[src/sv/assert_macros.svh]
// Assertion macros used by the top-level RTL file of the line diff cost cell.
`ifndef ASSERT_MACROS_SVH
`define ASSERT_MACROS_SVH
`ifndef NO_ASSERTIONS
`define LCD_ASSERT(label, clk, rst_n, prop) \
  label: assert property (@(posedge clk) disable iff (!rst_n) prop) \
    else $error("Assertion failed.");
`define LCD_ASSERT_NEXT(label, clk, rst_n, ante, cons) \
  label: assert property (@(posedge clk) disable iff (!rst_n) (ante) |=> (cons)) \
    else $error("Assertion failed.");
`else
`define LCD_ASSERT(label, clk, rst_n, prop)
`define LCD_ASSERT_NEXT(label, clk, rst_n, ante, cons)
`endif
`endif

[src/sv/lcd_pkg.sv]
`timescale 1ns / 1ps

package lcd_pkg;

  localparam int unsigned APB_AW = 4;
  localparam int unsigned APB_DW = 32;

  localparam logic [1:0] REG_ROWS_IN_USE       = 2'd0;
  localparam logic [1:0] REG_DELETE_COST       = 2'd1;
  localparam logic [1:0] REG_BLOCK_DELETE_COST = 2'd2;
  localparam logic [1:0] REG_ADD_BASE_COST     = 2'd3;

  localparam logic [10:0] RESET_ROWS_IN_USE       = 11'd1;
  localparam logic [7:0]  RESET_DELETE_COST       = 8'd10;
  localparam logic [7:0]  RESET_BLOCK_DELETE_COST = 8'd15;
  localparam logic [7:0]  RESET_ADD_BASE_COST     = 8'd10;

  typedef struct packed {
    logic [10:0] rows_in_use;
    logic [7:0]  delete_cost;
    logic [7:0]  block_delete_cost;
    logic [7:0]  add_base_cost;
  } lcd_cfg_t;

  typedef enum logic [1:0] {
    MOVE_SUB       = 2'd0,
    MOVE_ADD       = 2'd1,
    MOVE_BLOCK_DEL = 2'd2,
    MOVE_DEL       = 2'd3
  } lcd_move_e;

endpackage

[src/sv/lcd_cell_dp.sv]
`timescale 1ns / 1ps

module lcd_cell_dp #(
  parameter int unsigned MAX_ROWS  = 1024,
  parameter int unsigned COST_BITS = 24,
  localparam int unsigned RW = $clog2(MAX_ROWS + 1),
  localparam int unsigned AW = (MAX_ROWS > 1) ? $clog2(MAX_ROWS) : 1
) (
  input  logic                   clk_i,
  input  logic                   rst_ni,
  input  logic                   fire_i,
  input  logic [15:0]            sub_cost_i,
  input  logic [15:0]            line_length_i,
  input  logic                   first_cell_i,
  input  lcd_pkg::lcd_cfg_t      cfg_i,
  input  logic [RW-1:0]          rows_i,
  input  logic [COST_BITS-1:0]   mem_rdata_i,
  output logic                   mem_we_o,
  output logic [AW-1:0]          mem_waddr_o,
  output logic [COST_BITS-1:0]   mem_wdata_o,
  output logic [RW-1:0]          row_next_o,
  output logic [COST_BITS-1:0]   cell_cost_o,
  output lcd_pkg::lcd_move_e     pred_move_o,
  output logic [RW-1:0]          pred_row_o,
  output logic [RW-1:0]          row_index_o,
  output logic                   column_end_o
);

  localparam int unsigned CW = COST_BITS;

  function automatic logic [CW-1:0] sat_add(input logic [CW-1:0] a, input logic [CW-1:0] b);
    logic [CW:0] s;
    s = {1'b0, a} + {1'b0, b};
    return s[CW] ? {CW{1'b1}} : s[CW-1:0];
  endfunction

  logic          first_column_q, first_column_d;
  logic [RW-1:0] row_counter_q, row_counter_d;
  logic [CW-1:0] diag_q, diag_d;
  logic [CW-1:0] above_q, above_d;
  logic [CW-1:0] run_min_q, run_min_d;
  logic [RW-1:0] run_min_row_q, run_min_row_d;
  logic [CW-1:0] top_q, top_d;

  logic               first_col;
  logic [RW-1:0]      rc;
  logic               start;
  logic [CW-1:0]      p0, top, diag, above, rmin;
  logic [RW-1:0]      rmin_row;
  logic [RW-1:0]      k;
  logic [CW-1:0]      prevk, via_sub, via_add, blk, del, best;
  lcd_pkg::lcd_move_e move;
  logic [RW-1:0]      prow;
  logic               last;

  always_comb begin
    first_col = first_cell_i | first_column_q;
    rc        = first_cell_i ? '0 : row_counter_q;
    if (rc >= rows_i) begin
      rc = '0;
    end
    start = (rc == '0);

    // Row zero of the column is derived from row zero of the previous column.
    p0       = first_col ? '0 : top_q;
    top      = sat_add(sat_add(p0, CW'(cfg_i.add_base_cost)), CW'(line_length_i));
    diag     = start ? p0 : diag_q;
    above    = start ? top : above_q;
    rmin     = start ? top : run_min_q;
    rmin_row = start ? '0 : run_min_row_q;

    k = rc + RW'(1);
    if (first_col) begin
      prevk = (k == RW'(1)) ? CW'(cfg_i.delete_cost) : CW'(cfg_i.block_delete_cost);
    end else begin
      prevk = mem_rdata_i;
    end

    via_sub = sat_add(diag, CW'(sub_cost_i));
    via_add = sat_add(sat_add(prevk, CW'(cfg_i.add_base_cost)), CW'(line_length_i));
    if (via_sub <= via_add) begin
      best = via_sub;
      move = lcd_pkg::MOVE_SUB;
      prow = rc;
    end else begin
      best = via_add;
      move = lcd_pkg::MOVE_ADD;
      prow = k;
    end

    blk = sat_add(rmin, CW'(cfg_i.block_delete_cost));
    if (best > blk) begin
      best = blk;
      move = lcd_pkg::MOVE_BLOCK_DEL;
      prow = rmin_row;
    end
    if (best < rmin) begin
      rmin     = best;
      rmin_row = k;
    end

    del = sat_add(above, CW'(cfg_i.delete_cost));
    if (best > del) begin
      best = del;
      move = lcd_pkg::MOVE_DEL;
      prow = rc;
    end
    if (best < rmin) begin
      rmin     = best;
      rmin_row = k;
    end

    last = (k >= rows_i);
  end

  always_comb begin
    first_column_d = first_column_q;
    row_counter_d  = row_counter_q;
    diag_d         = diag_q;
    above_d        = above_q;
    run_min_d      = run_min_q;
    run_min_row_d  = run_min_row_q;
    top_d          = top_q;
    if (fire_i) begin
      first_column_d = last ? 1'b0 : first_col;
      row_counter_d  = last ? '0 : k;
      diag_d         = prevk;
      above_d        = best;
      run_min_d      = rmin;
      run_min_row_d  = rmin_row;
      top_d          = start ? top : top_q;
    end
  end

  always_ff @(posedge clk_i or negedge rst_ni) begin
    if (!rst_ni) begin
      first_column_q <= 1'b1;
      row_counter_q  <= '0;
      diag_q         <= '0;
      above_q        <= '0;
      run_min_q      <= '0;
      run_min_row_q  <= '0;
    end else begin
      first_column_q <= first_column_d;
      row_counter_q  <= row_counter_d;
      diag_q         <= diag_d;
      above_q        <= above_d;
      run_min_q      <= run_min_d;
      run_min_row_q  <= run_min_row_d;
    end
  end

  always_ff @(posedge clk_i) begin
    top_q <= top_d;
  end

  assign mem_we_o     = fire_i;
  assign mem_waddr_o  = AW'(rc);
  assign mem_wdata_o  = best;
  assign row_next_o   = row_counter_d;
  assign cell_cost_o  = best;
  assign pred_move_o  = move;
  assign pred_row_o   = prow;
  assign row_index_o  = k;
  assign column_end_o = last;

endmodule

[config.mk]
export PLATFORM = sky130hd
export DESIGN_NAME = lcd_cell_dp
export DESIGN_NICKNAME = d
export VERILOG_FILES = /design/src/sv/assert_macros.svh /design/src/sv/lcd_pkg.sv /design/src/sv/lcd_cell_dp.sv
export SDC_FILE = /design/constraint.sdc
export NUM_CORES = 1
export LEC_CHECK = 0
export BUFFER_PORTS_ARGS = -buffer_cell sky130_fd_sc_hd__buf_2
export CORE_MARGIN = 2
export CORE_UTILIZATION = 55
export CTS_CLUSTER_SIZE = 20
export DETAILED_ROUTE_END_ITERATION = 6
export PLACE_DENSITY = 0.76
export SLEW_MARGIN = 20
export SYNTH_ARGS = -nofsm -noshare
export SYNTH_HDL_FRONTEND = slang
export SYNTH_SLANG_ARGS = --single-unit
[constraint.sdc]
create_clock -name clk_i -period 29.1 [get_ports clk_i]
set_input_delay 4.365 -clock clk_i [delete_from_list [all_inputs] [get_ports clk_i]]
set_output_delay 4.365 -clock clk_i [all_outputs]
set_load 0.02 [all_outputs]
Word-level counts from Yosys, hierarchy flattened:

Index checks and enable logic that the tools add are counted.

* output and inout bits: 95
* bits of input ports: 106
* register bits after elaboration: 119
* logic and storage cells: 58

* bitwise gates (word level): 1
* reduce and logical (&&, ||, !) cells: 2
* magnitude comparators: 7
* muxes and demuxes: 32
* equal/unequal tests: 1
* $add $sub $neg: 8

Operators by type and width (number)
* 24-bit 2-to-1 mux: 17
* 11-bit 2-to-1 mux: 10
* 24-bit by 8-bit adder with 25-bit output: 4
* 24-bit by 16-bit adder with 25-bit output: 3
* 24-bit greater-than comparator: 2
* 24-bit less-than comparator: 2
* 24-bit <= comparator: 1
* 11-bit >= comparator: 2
* 11-bit by 1-bit adder with 11-bit output (second input constant): 1
* 11-bit by 1-bit equality test with 1-bit output (second input constant): 1
* 11-bit logical NOT: 1
* 8-bit 2-to-1 mux: 1
* 2-bit 2-to-1 mux: 2
* 1-bit 2-to-1 mux: 2
* 2-bit AND reduction: 1
* 1-bit bitwise OR: 1

Longest topological paths before layout:

* depth in word-level cells: 19
* gate-level depth with buffers: 95
* depth with buffers taken out: 87

Worst setup path after synthesis:

Ideal clock, no wire load.

* kind: input port to output port
* start point: input first_cell_i
* end point: output mem_wdata_o[11]
* path slack: 3829 ps
* buffers on the path: 12
* required time: 24735 ps
* stages: 76
* arrival: 20906 ps
* cells stage by stage: buf_6 -> clkbuf_1 -> nor2b_1 -> ha_1 -> nor4_1 -> o211ai_1 -> a41oi_1 -> nor2_1 -> nor2_1 -> nand2_1 -> inv_1 -> ha_1 -> nand4_1 -> nor2_1 -> mux2_2 -> or4_1 -> or3_1 -> nor4_4 -> (+40 left out) -> o21ai_1 -> clkbuf_1 -> clkbuf_1 -> a21oi_1 -> inv_1 -> ha_1 -> nand3_1 -> o221ai_1 -> a21o_1 -> a21o_1 -> a21o_1 -> a21oi_1 -> nor3_1 -> nor2_1 -> clkbuf_1 -> clkbuf_1 -> mux2i_1 -> buf_4

* cells in the longest elaborated chain, start to end: 17
* elaborated cells between the ends (all ways): 33
* those cells by class: add/sub: 8; order compare: 4; eq/ne: 1; mux: 18; bitwise: 1; reduce/logical: 1

Ends and longest elaborated chain
* from (decl): RTL line lcd_cell_dp.sv:14 `input logic first_cell_i,`
* 11-bit 2-to-1 mux *: RTL line lcd_cell_dp.sv:58 `rc = first_cell_i ? '0 : row_counter_q;`
* 11-bit >= comparator: RTL line lcd_cell_dp.sv:59 `if (rc >= rows_i) begin`
* 11-bit 2-to-1 mux *: RTL line lcd_cell_dp.sv:59
* 11-bit by 1-bit adder with 11-bit output *: RTL line lcd_cell_dp.sv:72 `k = rc + RW'(1);`
* named net row_index_o[0]: RTL line lcd_cell_dp.sv:25 `output logic [RW-1:0] row_index_o,`
* 11-bit by 1-bit equality test with 1-bit output *: RTL line lcd_cell_dp.sv:74 `prevk = (k == RW'(1)) ? CW'(cfg_i.delete_cost) : CW'(cfg_i.block_delete_cost);`
* 8-bit 2-to-1 mux *: RTL line lcd_cell_dp.sv:74
* 24-bit 2-to-1 mux *: RTL line lcd_cell_dp.sv:73 `if (first_col) begin`
* named net prevk[0]: RTL line lcd_cell_dp.sv:51 `logic [CW-1:0] prevk, via_sub, via_add, blk, del, best;`
* (+2 left out)
* 24-bit by 16-bit adder with 25-bit output *: RTL line lcd_cell_dp.sv:33 `s = {1'b0, a} + {1'b0, b};`
* 24-bit 2-to-1 mux *: RTL line lcd_cell_dp.sv:34 `return s[CW] ? {CW{1'b1}} : s[CW-1:0];`
* 24-bit <= comparator: RTL line lcd_cell_dp.sv:81 `if (via_sub <= via_add) begin`
* 24-bit 2-to-1 mux *: RTL line lcd_cell_dp.sv:81
* 24-bit greater-than comparator: RTL line lcd_cell_dp.sv:92 `if (best > blk) begin`
* 24-bit 2-to-1 mux *: RTL line lcd_cell_dp.sv:92
* 24-bit greater-than comparator: RTL line lcd_cell_dp.sv:103 `if (best > del) begin`
* 24-bit 2-to-1 mux *: RTL line lcd_cell_dp.sv:103
* to (decl): RTL line lcd_cell_dp.sv:20 `output logic [COST_BITS-1:0] mem_wdata_o,`

The timed path passes the listed nets; every way through them passes the cells marked *.

Worst setup path after layout:

* start point: input first_cell_i
* end point: output mem_wdata_o[4]

* cells in the longest elaborated chain, start to end: 17
* elaborated cells between the ends (all ways): 33
* those cells by class: add/sub: 8; order compare: 4; eq/ne: 1; mux: 18; bitwise: 1; reduce/logical: 1

Ends and longest elaborated chain (RTL line)
* 11-bit 2-to-1 mux: lcd_cell_dp.sv:58
* 11-bit >= comparator: lcd_cell_dp.sv:59
* 11-bit 2-to-1 mux: lcd_cell_dp.sv:59
* 11-bit by 1-bit adder with 11-bit output: lcd_cell_dp.sv:72
* 11-bit by 1-bit equality test with 1-bit output: lcd_cell_dp.sv:74
* 8-bit 2-to-1 mux: lcd_cell_dp.sv:74
* 24-bit 2-to-1 mux *: lcd_cell_dp.sv:73
* named net prevk[0]: lcd_cell_dp.sv:51
* (+2 left out)
* 24-bit by 16-bit adder with 25-bit output *: lcd_cell_dp.sv:33
* 24-bit 2-to-1 mux *: lcd_cell_dp.sv:34
* 24-bit <= comparator: lcd_cell_dp.sv:81
* 24-bit 2-to-1 mux *: lcd_cell_dp.sv:81
* 24-bit greater-than comparator: lcd_cell_dp.sv:92
* 24-bit 2-to-1 mux *: lcd_cell_dp.sv:92
* 24-bit greater-than comparator: lcd_cell_dp.sv:103
* 24-bit 2-to-1 mux *: lcd_cell_dp.sv:103

Marks and branches as above.

==> metrics.csv <==
stage,metric,value,unit
status,status,"complete, no violations",
worst_setup_path,critPathBufInv,12,
logic_synthesis,ys_seq_area_frac,0.170,
placement,gp_congestion,1.03,
layout,regArea,0.00310,mm^2
logic_synthesis,synth-edff-count,24,
routing,avgViaCountPerCell,6.49,
cts,cts.clk_slew.worst_paths,0.07,ns
cts,clockBufferDepth,2,
cts,cts_tree,yes,
grt,antenna_found_initial,1,
run,drv_cap,0,
floorplanning,io_pins,201,
floorplanning,core,0.0326,mm^2
floorplanning,floorplan.initialDensity,0.559,
placement,placed_cell_area,0.0196,mm^2
sta,fin_crit_sh,0.958,
cts,htree_levels,4,
hold_path,whs_path_depth,1,
grt,grt_util_all_layers,0.379,
worst_setup_path,critPathKind,input pin to output pin,
hold_path,hold_class,register to register,
logic_synthesis,syn-instance-count,2378,
worst_setup_path,path_max_fanout,43,
worst_setup_path,r2r_cells,77,
grt,grt_overflow_total,0,
cts,cts_setup_buffers,0,
sta,worst_clock_skew,0.0126,ns
sta,finalHoldViolCount,0,
routing,num_vias,19300,
cts,post_cts_resized,0,
sta,slew_viol_final,0,
worst_setup_path,crit_top_cell,ha_1,
layout,final_area,0.0202,mm^2
placement,dp_hpwl,52400,um
sta,whs,0.493,ns
floorplanning,die_area,0.0346,mm^2
routing,drc,0,
routing,ant_nets,0,
logic_synthesis,postSynthAreaPerCell,7.67,um^2
logic_synthesis,syn_area,0.0182,mm^2
floorplanning,fp.dieH,186,um
sta,period_needed,27.89,ns
cts,clock_latency,0.44,ns
logic_synthesis,yosys.area.top_type,ha_1,
layout,multi_input_area,0.0141,mm^2
layout,fill_cells,2982,
layout,syn_to_final_growth,10.9,%
routing,drt_wl_total,66100,um
worst_setup_path,cp_slowest_stage_delay,0.80,ns
routing,wl_per_cell,22.3,um
logic_synthesis,synth_top_area_frac,0.153,
sta,rsz0062_at_grt,false,
worst_setup_path,cp_slowest_cell,nor4_4,
power,leakage,9.71,nW
worst_setup_path,cp.required,24.73,ns
placement,numPortBuffers,189,
cts,numClockSinks,119,
cts,root_buffer,clkbuf_16,
power,p_per_area,124,mW/mm^2
cts,cts_made_buffers,17,
worst_setup_path,arrival,23.52,ns
layout,num-nets-final,2851,
worst_setup_path,critical_path.top_delay_family,compound AO/OA/AOI/OAI gates,
grt,grt_pass1_wl,101000,um
floorplanning,rows,66,
sta,tightest_slew,1.05,ns
layout,drive_gt1_frac,0.161,
routing,first_pass_iters,5,
sta,maxSlewHeadroom,0.297,
worst_setup_path,critPathCaptureType,output pin,
power,peakVddDrop,0.185,mV
logic_synthesis,synth-async-reset-ratio,0.798,
logic_synthesis,synth_nets,2714,
logic_synthesis,synth_area_leaders,"ha_1, dfrtp_1, nand2_1",
sta,setup_violations,0,
logic_synthesis,synth-seq-cells,119,
cts,holdBufCountCts,0,
worst_setup_path,cp.depth,73,
worst_setup_path,startpoint_type,input pin,
grt,grt_max_degree,92,
logic_synthesis,synthFlopType,dfrtp_1,
logic_synthesis,synth.distinct_cells,96,
grt,grt_pass1_vias,18100,
routing,drt-initial-drc-count,2131,
sta,fin_tns_setup,0,ns
sta,max_clock_freq,35.9,MHz
logic_synthesis,yosys_warnings,0,
floorplanning,dieWidth,186,um
==> final cells by class <==
cell class,instances,area share
sequential,119,0.153
antenna,1,0.000124
multi-input combinational,2005,0.696
timing repair buffer,241,0.0671
clock inverter,12,0.00804
tap,442,0.0273
clock buffer,20,0.0237
inverter,131,0.0243
==> through the flow <==
stage	power [mW]	utilization	setup slack, ns	std cells
final	2.52	0.620	1.21	2971
after global routing	2.70	0.620	0.389	2970
after CTS	2.48	0.620	1.86	2970
after detailed placement	2.23	0.600	1.90	2938
after global placement	2.17	0.600	2.03	2938
after floorplan	1.66	-	3.83	2378
==> logic make-up (layout without fill, tap and decap cells) <==
logic type	count (synthesis)	in the layout	synth area share
adders and majority gates	230	230	0.161
other	0	1	0
buffers and inverters	254	404	0.0603
AOI/OAI and AO/OA	688	688	0.262
xor gates and xnor gates	107	107	0.0514
DFF	119	119	0.170
and+or+nand+nor	863	863	0.227
muxes	117	117	0.0687
==> metal layers <==
layer	share of wire	vias to the layer above	GRT usage	wire length (um)
met3	0.089	167	0.0589	5900
met4	0.042	0	0.162	2800
met2	0.45	1000	0.604	29700
li1	-	8954	-	-
met1	0.42	9158	0.510	27700
met5	0	-	0	0
==> layout by cell type (no fill, tap or decap), drive strengths merged, types with 35 or more instances in the layout <==
cell     n
nand2  254
mux2    56
dfrtp   94
and2    36
o21ai  141
nand3   73
a21oi  170
nor2   239
nor3    36
ha     223
nor2b   35
mux2i   60
inv    134
buf    241
nand4   44
a21o    76
xnor2   75
==> cell usage after synthesis, drive strengths merged (12+ instances only) <==
cell / instances
or2: 32
nand4: 44
nand2b: 30
nor2b: 35
nor3: 36
buf: 54
a211oi: 23
a2111oi: 13
o21bai: 15
edfxtp: 24
a22oi: 12
ha: 223
xor2: 32
nand2: 254
a31oi: 20
nor2: 239
clkbuf: 69
a21oi: 170
o21ai: 141
o2bb2ai: 29
and3: 26
or3: 21
mux2i: 60
o211ai: 25
xnor2: 75
dfrtp: 94
and2: 36
nand3: 73
nor4: 13
mux2: 56
o21a: 29
inv: 131
o311ai: 18
a211o: 12
a21o: 76
==> sequential cells by signal, indices dropped and copies added, names as in the netlist <==
name            count
row_counter_q      11
run_min_row_q      11
diag_q             24
above_q            24
top_q              24
first_column_q      1
run_min_q          24
==> where the power goes <==
part	internal, mW	switching [mW]
clock	0.146	0.0931
sequential	0.219	0.0349
combinational	0.765	1.26
==> path summary, 6_finish.rpt <==
check | from | to | slack [ns]
min in group asynchronous | rst_ni | run_min_q[4]$_DFFE_PN0P_ | 3.90
hold / removal | diag_q[9]$_DFFE_PN0P_ | diag_q[9]$_DFFE_PN0P_ | 0.49
setup reg to reg | row_counter_q[4]$_DFF_PN0_ | run_min_q[2]$_DFFE_PN0P_ | 7.27
setup / recovery | first_cell_i | mem_wdata_o[4] | 1.21
hold reg to reg | diag_q[9]$_DFFE_PN0P_ | diag_q[9]$_DFFE_PN0P_ | 0.49
max in group asynchronous | rst_ni | above_q[19]$_DFFE_PN0P_ | 24.00
Note: power is estimated with default switching activity, not from simulation.
