==> src/sv/assert_macros.svh <==
// Assertion macros used by the top-level RTL file of the line diff cost cell.
`ifndef ASSERT_MACROS_SVH
`define ASSERT_MACROS_SVH
`ifndef NO_ASSERTIONS
`define LCD_ASSERT(label, clk, rst_n, prop) \
  label: assert property (@(posedge clk) disable iff (!rst_n) prop) \
    else $error("Assertion failed.");
`define LCD_ASSERT_NEXT(label, clk, rst_n, ante, cons) \
  label: assert property (@(posedge clk) disable iff (!rst_n) (ante) |=> (cons)) \
    else $error("Assertion failed.");
`else
`define LCD_ASSERT(label, clk, rst_n, prop)
`define LCD_ASSERT_NEXT(label, clk, rst_n, ante, cons)
`endif
`endif

==> src/sv/lcd_pkg.sv <==
`timescale 1ns / 1ps

package lcd_pkg;

  localparam int unsigned APB_AW = 4;
  localparam int unsigned APB_DW = 32;

  localparam logic [1:0] REG_ROWS_IN_USE       = 2'd0;
  localparam logic [1:0] REG_DELETE_COST       = 2'd1;
  localparam logic [1:0] REG_BLOCK_DELETE_COST = 2'd2;
  localparam logic [1:0] REG_ADD_BASE_COST     = 2'd3;

  localparam logic [10:0] RESET_ROWS_IN_USE       = 11'd1;
  localparam logic [7:0]  RESET_DELETE_COST       = 8'd10;
  localparam logic [7:0]  RESET_BLOCK_DELETE_COST = 8'd15;
  localparam logic [7:0]  RESET_ADD_BASE_COST     = 8'd10;

  typedef struct packed {
    logic [10:0] rows_in_use;
    logic [7:0]  delete_cost;
    logic [7:0]  block_delete_cost;
    logic [7:0]  add_base_cost;
  } lcd_cfg_t;

  typedef enum logic [1:0] {
    MOVE_SUB       = 2'd0,
    MOVE_ADD       = 2'd1,
    MOVE_BLOCK_DEL = 2'd2,
    MOVE_DEL       = 2'd3
  } lcd_move_e;

endpackage

==> src/sv/lcd_cfg_regs.sv <==
`timescale 1ns / 1ps

module lcd_cfg_regs (
  input  logic                        clk_i,
  input  logic                        rst_ni,
  input  logic                        psel,
  input  logic                        penable,
  input  logic                        pwrite,
  input  logic [lcd_pkg::APB_AW-1:0]  paddr,
  input  logic [lcd_pkg::APB_DW-1:0]  pwdata,
  output logic [lcd_pkg::APB_DW-1:0]  prdata,
  output logic                        pready,
  output lcd_pkg::lcd_cfg_t           cfg_o,
  output lcd_pkg::lcd_cfg_t           cfg_next_o
);

  lcd_pkg::lcd_cfg_t cfg_q, cfg_d;
  logic              wr_en;
  logic [1:0]        reg_sel;

  assign wr_en   = psel && penable && pwrite;
  assign reg_sel = paddr[lcd_pkg::APB_AW-1:2];
  assign pready  = 1'b1;

  always_comb begin
    cfg_d = cfg_q;
    if (wr_en) begin
      case (reg_sel)
        lcd_pkg::REG_ROWS_IN_USE:       cfg_d.rows_in_use       = pwdata[10:0];
        lcd_pkg::REG_DELETE_COST:       cfg_d.delete_cost       = pwdata[7:0];
        lcd_pkg::REG_BLOCK_DELETE_COST: cfg_d.block_delete_cost = pwdata[7:0];
        lcd_pkg::REG_ADD_BASE_COST:     cfg_d.add_base_cost     = pwdata[7:0];
        default:                        cfg_d = cfg_q;
      endcase
    end
  end

  always_comb begin
    case (reg_sel)
      lcd_pkg::REG_ROWS_IN_USE:       prdata = lcd_pkg::APB_DW'(cfg_q.rows_in_use);
      lcd_pkg::REG_DELETE_COST:       prdata = lcd_pkg::APB_DW'(cfg_q.delete_cost);
      lcd_pkg::REG_BLOCK_DELETE_COST: prdata = lcd_pkg::APB_DW'(cfg_q.block_delete_cost);
      lcd_pkg::REG_ADD_BASE_COST:     prdata = lcd_pkg::APB_DW'(cfg_q.add_base_cost);
      default:                        prdata = '0;
    endcase
  end

  always_ff @(posedge clk_i or negedge rst_ni) begin
    if (!rst_ni) begin
      cfg_q.rows_in_use       <= lcd_pkg::RESET_ROWS_IN_USE;
      cfg_q.delete_cost       <= lcd_pkg::RESET_DELETE_COST;
      cfg_q.block_delete_cost <= lcd_pkg::RESET_BLOCK_DELETE_COST;
      cfg_q.add_base_cost     <= lcd_pkg::RESET_ADD_BASE_COST;
    end else begin
      cfg_q <= cfg_d;
    end
  end

  assign cfg_o      = cfg_q;
  assign cfg_next_o = cfg_d;

endmodule

==> config.mk <==
export PLATFORM = sky130hd
export DESIGN_NAME = lcd_cfg_regs
export DESIGN_NICKNAME = d
export VERILOG_FILES = /design/src/sv/assert_macros.svh /design/src/sv/lcd_pkg.sv /design/src/sv/lcd_cfg_regs.sv
export SDC_FILE = /design/constraint.sdc
export NUM_CORES = 1
export LEC_CHECK = 0
export ABC_AREA = 1
export BUFFER_PORTS_ARGS = -buffer_cell sky130_fd_sc_hd__buf_2
export CAP_MARGIN = 20
export CORE_ASPECT_RATIO = 0.5
export CORE_UTILIZATION = 40
export CTS_CLUSTER_DIAMETER = 150
export CTS_CLUSTER_SIZE = 16
export DETAILED_ROUTE_END_ITERATION = 8
export PLACE_DENSITY_LB_ADDON = 0.15
export SYNTH_ARGS = -nofsm -noshare
export SYNTH_HDL_FRONTEND = slang
export SYNTH_SLANG_ARGS = --single-unit
export TNS_END_PERCENT = 20
==> constraint.sdc <==
create_clock -name clk_i -period 0.8 [get_ports clk_i]
set_input_delay 0.04 -clock clk_i [delete_from_list [all_inputs] [get_ports clk_i]]
set_output_delay 0.04 -clock clk_i [all_outputs]
set_load 0.01 [all_outputs]
# After elaboration in Yosys (flattened, before gate mapping)
# Cells that the tools add are included.
op_classes:
  eq_ne: 3
  mux: 6
  n_reduce_logical: 3
ops:
  columns: ["operator", "n"]
  rows:
  - ["$pmux W32 S4", 1]
  - ["$mux W35", 1]
  - ["$mux W8", 3]
  - ["$mux W11", 1]
  - ["$eq A2 B2 Y1 const B", 2]
  - ["$eq A2 B1 Y1 const B", 1]
  - ["$logic_and A1 B1 Y1", 2]
  - ["$logic_not A2 Y1", 1]
totals:
  ff_bits: 35
  input_bits: 41

# Depth between registers and ports, before layout
# Gate-level depths: netlist of the first run.
depth:
  ltp_word: 3
  depth_mapped: 6

# Least setup slack after synthesis of the first run
# No wires, ideal clock.
synth_timing:
  kind: "input-to-reg"
  startpoint: "input port paddr[2] (netlist name)"
  endpoint: "register cfg_q, in the netlist cfg_o[25]"
  setup_ns: 0.145
  t_arrival_ns: 0.656
  setup_slack_ns: -0.001
  path_stages: 6
  path_cell_list: "buf_6 nor2_8 nand2_2 buf_6 nand2_1 nand2_1"
synth_rtl:
  columns: ["item", "line", "source"]
  rows:
  - ["from (decl)", "lcd_cfg_regs.sv:9", "input logic [lcd_pkg::APB_AW-1:0] paddr,"]
  - ["to (signal assigned)", "lcd_cfg_regs.sv:55", "cfg_q <= cfg_d;"]
  - ["to (decl)", "lcd_cfg_regs.sv:17", "lcd_pkg::lcd_cfg_t cfg_q, cfg_d;"]

# Worst setup path in the final report of the first run
layout_timing:
  startpoint: "register cfg_q, in the netlist cfg_o[11]"
  endpoint: "output port prdata[3] (netlist name)"
layout_via:
  elab_chain_len: 1
layout_rtl:
  columns: ["item", "line", "source"]
  rows:
  - ["$pmux W32 S4", "lcd_cfg_regs.sv:39", "case (reg_sel)"]
  - ["to (decl)", "lcd_cfg_regs.sv:11", "output logic [lcd_pkg::APB_DW-1:0] prdata,"]
# No other way between the ends. The select of a mux whose other input is x is not followed.

==> summary.md, run 1 <==
| Metric | Value |
|---|---|
| Crit start category | `flop` |
| Worst Path Max Fanout | `3` |
| Via count | `1994` |
| Sequential share of the synthesized area | `0.470` |
| Share of layout cells above drive strength 1 | `0.468` |
| Achievable Freq | `832 MHz` |
| Yosys reg bits | `35` |
| Vias per inst | `4.79` |
| CP max stage cell | `dfstp_2` |
| Routability Congestion | `0.805` |
| Layout area overhead | `46.4%` |
| Final Max Slew Viols | `0` |
| Chip height | `50.6 microns` |
| First-pass GRT wire length | `about 8500 microns` |
| Fin Hold WS | `-0.00848 ns` |
| Drt drc | `0` |
| Setup violators final | `84` |
| Hold buffers post-CTS | `1` |
| GRT Util Overall | `0.231` |
| CP arrival | `1.16 ns` |
| Overflow after GRT | `0` |
| Final Skew | `0 ns` |
| VDD IR-drop max | `1.23 mV` |
| Starting Density | `0.423` |
| Run status | `complete, but fails checks` |
| Hold Crit Class | `primary input to flop` |
| Die X | `99.2 microns` |
| Largest net degree at the start of global routing | `36` |
| Clock Pin Slew Worst Setup and Hold Paths | `0.07 ns` |
| WP buf/inv | `1` |
| RSZ-0062 raised after global routing | `true` |
| Crit path max-delay family | `flip-flops` |
| Detail Route Antenna Nets | `0` |
| Final hold vios | `2` |
| Tcrit/Tclk final | `1.50` |
| Leakage | `1.60 nW` |
| Crit path largest cell delay | `0.56 ns` |
| # IOs | `144` |
| H-tree Lvls | `2` |
| Post-layout min period | `1.20 ns` |
| Num Clock Sinks | `35` |
| Failing checks | `hold timing, setup timing` |
| Post-Syn Instances | `238` |
| WL/cell | `14.1 microns` |
| Final #Nets | `399` |
| Clock Latency Late Sink | `0.28 ns` |
| N_diodes | `0` |
| Synth warn | `0` |
| HPWL Detailed | `just under 4000 microns` |
| CTS tree | `built` |
| Core ar. | `4470 sq um` |
| Flip-flop count of the largest register after layout | `35` |
| Cell chain of the critical path | `nand3_2 -> nand4_1 -> buf_2` |
| Power density over cell area | `2360 nW/um^2` |
| Port bufs | `98` |
| CTS Buffer Depth | `2` |
| Yosys cell types | `17` |
| Row count | `17` |
| Max-cap violations | `0` |
| Die area | `5020 sq um` |
| Synth Area per Inst | `approximately 7.9 sq um` |
| Total routed wirelength | `5860 microns` |
| Vias in the first global route | `1681` |
| Initial antenna violation count | `0` |
| Worst path required time | `around 0.76 ns` |
| First DRT Iteration DRCs | `111` |
| Slack of the critical path | `-0.402 ns` |
| CTS buffer count | `5` |
| Clk root buf | `clkbuf_8` |
| Kind of critical path | `flop to output port` |
| Mapped cell area | `1890 sq um` |
| Initial DRT Pass Iterations | `5` |
| PnR Total Power | `6.54 mW` |
| Setup crit end kind | `output port` |
[power by group]
group	leakage (nW)	switching, mW	internal [mW]	total [mW]
Combinational	1.13	1.35	1.09	2.44
Sequential	0.424	0.294	2.20	2.50
Clock	0.0514	0.669	0.930	1.60
Total	1.60	2.31	4.22	6.54
[cell families (layout without fill, tap and decap cells)]
group | count (synthesis) | count (layout) | synth area share
other cells | 2 | 22 | 0.00397
buf+inv | 37 | 138 | 0.134
simple gates | 164 | 164 | 0.392
flops | 35 | 35 | 0.470
[per-stage QoR]
step	instances	TNS [ns]	worst slack [ns]	util	cell area (sq um)
2_1_floorplan	258	-0.00691	-0.000864	-	1970
3_3_place_gp	397	-11.46	-0.228	0.548	2450
3_5_place_dp	397	-12.99	-0.258	0.548	2450
4_1_cts	411	-15.66	-0.399	0.591	2640
5_1_grt	416	-19.29	-0.458	0.619	2770
6_report	416	-15.28	-0.402	0.619	2770
[per-layer routing]
layer  up-vias  track usage  routed length [microns]
met4         0       0.0613                       36
met1       945        0.323                     2610
met2       102        0.369                     2730
li1        943            -                        -
met5         -            0                        0
met3         4       0.0446                      489
[synth_stat cells]
master,instances,share of area
nand3_2,1,0.0053
buf_2,2,0.0053
nor2_1,3,0.0060
nand4_1,8,0.026
dfrtp_1,26,0.34
nor2_2,1,0.0033
nand3_1,24,0.064
nand2_2,8,0.026
nand2_1,114,0.23
dfstp_2,9,0.13
buf_4,22,0.087
inv_1,6,0.012
buf_6,4,0.024
conb_1,2,0.0040
inv_2,3,0.0060
nor2_4,4,0.024
nor2_8,1,0.011
[worst paths after layout]
kind	startpoint	endpoint	slack, ns	cells after the start
max in group asynchronous	rst_ni	cfg_o[3]$_DFF_PN1_	0.30	3
min in group asynchronous	rst_ni	cfg_o[25]$_DFF_PN0_	0.24	3
max	cfg_o[11]$_DFF_PN1_	prdata[3]	-0.40	3
min	pwdata[10]	cfg_o[34]$_DFF_PN0_	-0.008	3
min reg2reg	cfg_o[10]$_DFF_PN1_	cfg_o[10]$_DFF_PN1_	0.49	2
max reg2reg	cfg_o[9]$_DFF_PN1_	cfg_o[9]$_DFF_PN1_	-0.12	4
[what timing repair did]
| item | CTS | global route |
|---|---|---|
| resized for setup | 7 | 20 |
| endpoints found under the hold margin | 43 | 3 |
| setup endpoints to repair | 81 | 83 |
| setup buffers | 5 | 5 |
| pin swaps | 19 | 11 |
[area by class of cell]
class	count	area, sq um
Timing Repair Buffer	121	774
Clock buffer	6	72.6
Sequential cell	35	887
Tap cell	57	71.3
Inverter	9	33.8
Clock inverter	2	37.5
Multi-Input combinational cell	186	888
Fill cell	412	1700
[layout by cell type (no fill, tap or decap), drive strengths merged]
cell,instances
bufinv,1
dfstp,9
nor2,9
nand3,25
dfrtp,26
clkbuf,6
nand2,122
nand4,8
buf,120
dlygate4sd3,1
conb,22
inv,9
clkinvlp,1
[worst reg2reg max path: stages, from the launching register on]
cell	delay, ns
dfstp_2	0.56
nand2_2	0.06
nand2_2	0.07
buf_4	0.10
buf_4	0.09
(Power assumes the default switching activity.)
==> run 2: changes to the inputs <==
--- a/config.mk
+++ b/config.mk
@@ -6,10 +6,12 @@
 export NUM_CORES = 1
 export LEC_CHECK = 0
 export ABC_AREA = 1
-export BUFFER_PORTS_ARGS = -buffer_cell sky130_fd_sc_hd__buf_2
+export BUFFER_PORTS_ARGS = -buffer_cell sky130_fd_sc_hd__buf_4
 export CAP_MARGIN = 20
+export CELL_PAD_IN_SITES_DETAIL_PLACEMENT = 1
+export CELL_PAD_IN_SITES_GLOBAL_PLACEMENT = 1
 export CORE_ASPECT_RATIO = 0.5
-export CORE_UTILIZATION = 40
+export CORE_UTILIZATION = 26
 export CTS_CLUSTER_DIAMETER = 150
 export CTS_CLUSTER_SIZE = 16
 export DETAILED_ROUTE_END_ITERATION = 8
==> summary.md, run 2 (same netlist as run 1, synthesis figures left out) <==
| Metric | Value |
|---|---|
| Run status | `complete, but fails checks` |
| Failing checks | `hold timing, setup timing` |
| Min-delay src | `pwdata[10]` |
| Reg2reg start | `cfg_o[17]$_DFF_PN1_` |
| Hold buffers post-CTS | `1` |
| Vias per inst | `about 4.4` |
| Crit path largest cell delay | `~0.56 ns` |
| Achievable Freq | `850 MHz` |
| First-pass GRT wire length | `between 10000 and 15000 microns` |
| Setup crit end kind | `output port` |
| Overflow after GRT | `0` |
| Tcrit/Tclk final | `1.47` |
| Clock Pin Slew Worst Setup and Hold Paths | `0.06 ns` |
| Power density over cell area | `between 2000 and 2500 nW/um^2` |
| Kind of critical path | `flop to output port` |
| Register Area | `887 sq um` |
| Total routed wirelength | `7310 microns` |
| Post-layout min period | `1.18 ns` |
| H-tree Lvls | `2` |
| Die area | `between 7000 and 8000 sq um` |
| Area of the multi-input gates | `948 sq um` |
| Fin util | `0.471` |
| CP arrival | `1.14 ns` |
| Hold depth | `3` |
| Die X | `123 microns` |
| Slack of the critical path | `-0.377 ns` |
| WL/cell | `approximately 16 microns` |
| Most frequent cells in the layout | `buf_4 (109), nand2_1 (82), nand2_2 (37)` |
| Largest net degree at the start of global routing | `36` |
| Final #Nets | `412` |
| Post-Place Setup Slack | `-0.248 ns` |
| Port bufs | `98` |
| Starting Density | `0.275` |
| Flip-flop count of the largest register after layout | `35` |
| Final hold vios | `3` |
| Hold endpoint | `cfg_o[34]$_DFF_PN0_` |
| RSZ-0062 raised after global routing | `true` |
| Core ar. | `between 6000 and 7000 sq um` |
| First DRT Iteration DRCs | `43` |
| Reg2reg path depth | `4` |
| Final Skew | `0 ns` |
| PnR Total Power | `7.66 mW` |
| Initial antenna violation count | `0` |
| N_diodes | `0` |
| CTS tree | `built` |
| CTS buffer count | `5` |
| Chip height | `62.3 microns` |
| Row count | `21` |
| Leakage | `1.74 nW` |
| Cell chain of the critical path | `nand3_2 -> nand4_1 -> buf_4` |
| Setup violators final | `84` |
| Vias in the first global route | `2055` |
| CP max stage cell | `dfstp_2` |
| Via count | `2051` |
| Worst Path Max Fanout | `3` |
| Detail Route Antenna Nets | `0` |
| Routability Congestion | `0.750` |
| RR Endpoint | `cfg_o[17]$_DFF_PN1_` |
| Reg2reg setup slack | `-0.14 ns` |
| Fin Hold WS | `-0.0129 ns` |
| Crit path max-delay family | `flip-flops` |
| GRT Util Overall | `0.200` |
| WP buf/inv | `1` |
| Clk root buf | `clkbuf_16` |
| Worst path required time | `around 0.76 ns` |
| Max-cap violations | `0` |
| Initial DRT Pass Iterations | `4` |
| VDD IR-drop max | `0.820 mV` |
| Post-Place Cells | `439` |
| Final Max Slew Viols | `0` |
| Commonest non-fill, non-tap cell in the layout | `buf_4` |
| Num Clock Sinks | `35` |
| Crit start category | `flop` |
| HPWL Detailed | `5280 microns` |
| Fill cell count | `837` |
| Drt drc | `0` |
| Share of layout cells above drive strength 1 | `0.546` |
| Clock Latency Late Sink | `0.28 ns` |
| Hold Crit Class | `primary input to flop` |
| Post-Layout Cell Count | `464` |
| # IOs | `144` |
| CTS Buffer Depth | `2` |
| Layout area overhead | `71.1%` |
[run 2: cell count changes in the layout (fill, tap and decap cells not counted), moves of 14 or more]
cell     before  now
buf_6         9   23
nand2_1     103   82
nand2_2      17   37
buf_4        19  109
buf_2        88    0
[run 2: power by group]
part / switching (mW) / leakage, nW / total, mW / internal, mW
Clock: 0.743 / 0.0679 / 1.89 / 1.15
Combinational: 1.49 / 1.25 / 3.22 / 1.72
Sequential: 0.346 / 0.424 / 2.55 / 2.21
[run 2: layout make-up]
class                   instances  share of cell area
repair buffers                134               0.343
flip-flops and latches         35               0.274
clock buffers                   7              0.0410
multi-input cells             186               0.293
well taps                      92              0.0356
inverters                       9              0.0112
clock inverters                 1             0.00155
[run 2: what timing repair did]
action                     in CTS  in global routing
setup endpoints to repair      81                 83
pin swaps                      28                 23
hold endpoints to repair       29                  2
resized for setup              37                 27
buffers inserted                9                  7
[run 2: metal layers]
metal  wire length (microns)  track usage
met1                    3200        0.259
met2                    3510        0.325
met3                     519       0.0515
met5                       0            0
met4                      71       0.0640
[run 2: worst max path at each step]
stage,endpoint,slack [ns],startpoint,cells after the start
floorplan,cfg_o[26]$_DFF_PN0_,-0.0009,paddr[3],6
global placement,cfg_next_o[11],-0.22,pwrite,6
detailed placement,cfg_next_o[9],-0.25,psel,8
CTS,prdata[3],-0.38,cfg_o[3]$_DFF_PN1_,3
global route,prdata[3],-0.44,cfg_o[11]$_DFF_PN1_,3
finish,prdata[3],-0.38,cfg_o[11]$_DFF_PN1_,3
[run 2: worst reg2reg max path, stage by stage (launching register included)]
cell and delay (ns):
dfstp_2 0.56, nand2_2 0.07, nand2_2 0.08, buf_4 0.10
buf_4 0.09
[run 2: through the flow]
stage / setup TNS (ns) / instance area (sq um)
after global placement: -9.49 / 2750
final: -16.39 / 3230
after floorplan: -0.00691 / 1970
after CTS: -16.72 / 3090
after detailed placement: -12.26 / 2750
after global routing: -19.89 / 3230
==> run 3: changes to the inputs <==
--- a/config.mk
+++ b/config.mk
@@ -19,4 +19,4 @@
 export SYNTH_ARGS = -nofsm -noshare
 export SYNTH_HDL_FRONTEND = slang
 export SYNTH_SLANG_ARGS = --single-unit
-export TNS_END_PERCENT = 20
+export TNS_END_PERCENT = 30
==> summary.md, run 3 (same netlist as run 1, synthesis figures left out) <==
| Metric | Value |
|---|---|
| Run status | `complete, but fails checks` |
| Failing checks | `hold timing, setup timing` |
| Fill cell count | `818` |
| Hold Crit Class | `primary input to flop` |
| Logic pwr share | `0.431` |
| WL/cell | `15.5 microns` |
| Flip-flop count of the largest register after layout | `35` |
| HPWL Detailed | `5160 microns` |
| Setup crit end kind | `output port` |
| Cell chain of the critical path | `nand2_1 -> nand4_1 -> buf_4` |
| Achievable Freq | `846 MHz` |
| Routability Congestion | `0.736` |
| Setup violators final | `89` |
| Slack of the critical path | `-0.382 ns` |
| Met2 WL post-DR | `3660 microns` |
| Clock Pin Slew Worst Setup and Hold Paths | `0.06 ns` |
| Detail Route Antenna Nets | `0` |
| Largest net degree at the start of global routing | `36` |
| Commonest non-fill, non-tap cell in the layout | `buf_4` |
| Vias per inst | `4.47` |
| CTS buffer count | `5` |
| Starting Density | `0.275` |
| Reg2reg setup slack | `-0.18 ns` |
| CTS tree | `built` |
| Final Max Slew Viols | `0` |
| Layout area overhead | `84.4%` |
| CP arrival | `1.14 ns` |
| Switching Fraction | `0.322` |
| First-pass GRT wire length | `11500 microns` |
| # IOs | `roughly 140` |
| GRT Util Overall | `0.199` |
| Met3 routed WL | `434 microns` |
| N_diodes | `0` |
| Vias in the first global route | `2197` |
| Reg2reg start | `cfg_o[24]$_DFF_PN1_` |
| Worst setup path start | `cfg_o[24]$_DFF_PN1_` |
| DR top layer | `met4` |
| Die X | `123 microns` |
| Min-delay src | `pwdata[8]` |
| Fin util | `0.508` |
| Crit path largest cell delay | `0.57 ns` |
| Kind of critical path | `flop to output port` |
| Wire length on met1 | `3360 microns` |
| CTS Buffer Depth | `2` |
| Drt drc | `0` |
| Total routed wirelength | `7490 microns` |
| Overflow after GRT | `0` |
| Worst path required time | `0.76 ns` |
| Clk network pwr share | `0.265` |
| Tcrit/Tclk final | `1.48` |
| Post-layout min period | `between 1 and 1.5 ns` |
| Internal Power | `between 5 and 6 mW` |
| H-tree Lvls | `2` |
| Initial antenna violation count | `0` |
| VDD IR-drop max | `approximately 0.98 mV` |
| Final hold vios | `2` |
| Final #Nets | `430` |
| Post-route setup TNS | `-16.81 ns` |
| Most frequent cells in the layout | `buf_4 (108), nand2_1 (81), buf_6 (42)` |
| Max-cap violations | `0` |
| Initial DRT Pass Iterations | `4` |
| Final Skew | `0 ns` |
| Crit start category | `flop` |
| Core ar. | `6860 sq um` |
| Chip height | `62.3 microns` |
| Fin Hold WS | `-0.0104 ns` |
| Worst Path Max Fanout | `3` |
| Port bufs | `98` |
| Num Clock Sinks | `35` |
| Die area | `7630 sq um` |
| Share of layout cells above drive strength 1 | `0.572` |
| Psw | `approximately 2.7 mW` |
| Clock Latency Late Sink | `0.28 ns` |
| Power density over cell area | `~2400 nW/um^2` |
| CP max stage cell | `dfstp_2` |
| Row count | `21` |
| Via count | `2153` |
| First DRT Iteration DRCs | `between 70 and 80` |
| RSZ-0062 raised after global routing | `true` |
| Clk root buf | `clkbuf_16` |
| WP buf/inv | `1` |
| Crit path max-delay family | `flip-flops` |
| Leakage | `between 1.5 and 2 nW` |
| Power share of the sequential group | `0.304` |
run 3: changes by cell type in the layout (fill, tap and decap cells not counted), sizes merged:
cell / delta
buf: +18
bufinv: +1
clkinv: -1
run 3: routing by layer:
layer  vias to the layer above  global-route usage
met1                      1059               0.273
met4                         0              0.0412
li1                       1006                   -
met5                         -                   0
met2                        86               0.331
met3                         2              0.0313
run 3: per-stage QoR:
step                hold slack (ns)  cells  instance area [sq um]  setup slack [ns]  power [mW]
floorplan                    -0.256    258                   1970         -0.000864        3.63
global placement             0.0339    443                   2790            -0.207        5.22
detailed placement           0.0330    443                   2790            -0.244        5.26
CTS                        -0.00999    479                   3340            -0.359        8.19
global route                0.00623    482                   3480            -0.411        8.81
finish                      -0.0104    482                   3480            -0.382        8.39
run 3: power groups by stage:
| stage | Combinational (mW) | Sequential [mW] | Clock (mW) |
|---|---|---|---|
| finish | 3.62 | 2.55 | 2.22 |
| global route | 3.87 | 2.60 | 2.34 |
| detailed placement | 2.71 | 2.54 | 0 |
| floorplan | 0.970 | 2.66 | 0 |
| global placement | 2.68 | 2.54 | 0 |
| CTS | 3.42 | 2.51 | 2.25 |
run 3: cell type report:
cell class	instances	area [sq um]	area share
Sequential cell	35	887	0.255
Inverter	9	36.3	0.0104
Multi-Input combinational cell	186	968	0.278
Timing Repair Buffer	152	1310	0.377
Tap cell	92	115	0.0330
Clock buffer	7	133	0.0381
Clock inverter	1	30.0	0.00862
run 3: timing repair:
| action | in CTS | in global routing |
|---|---|---|
| hold buffers | 1 | 0 |
| gates resized for setup | 51 | 35 |
| pin swaps | 43 | 24 |
| setup endpoints to repair | 81 | 91 |
| setup buffers | 27 | 6 |
| endpoints found under the hold margin | 27 | 0 |
run 3: worst register-to-register path: stages (launching register included):
cell and delay [ns]:
dfstp_2 0.57, nand2_2 0.07, nand2_2 0.08, buf_4 0.11, buf_4 0.09
run 3: path summary, 6_finish.rpt:
kind / endpoint / cells past startpoint
min in group asynchronous: cfg_o[13]$_DFF_PN0_ / 2
hold / removal: cfg_o[32]$_DFF_PN0_ / 3
setup / recovery: prdata[0] / 3
setup reg to reg: cfg_o[24]$_DFF_PN1_ / 4
max in group asynchronous: cfg_o[9]$_DFF_PN1_ / 2
hold reg to reg: cfg_o[1]$_DFF_PN1_ / 2
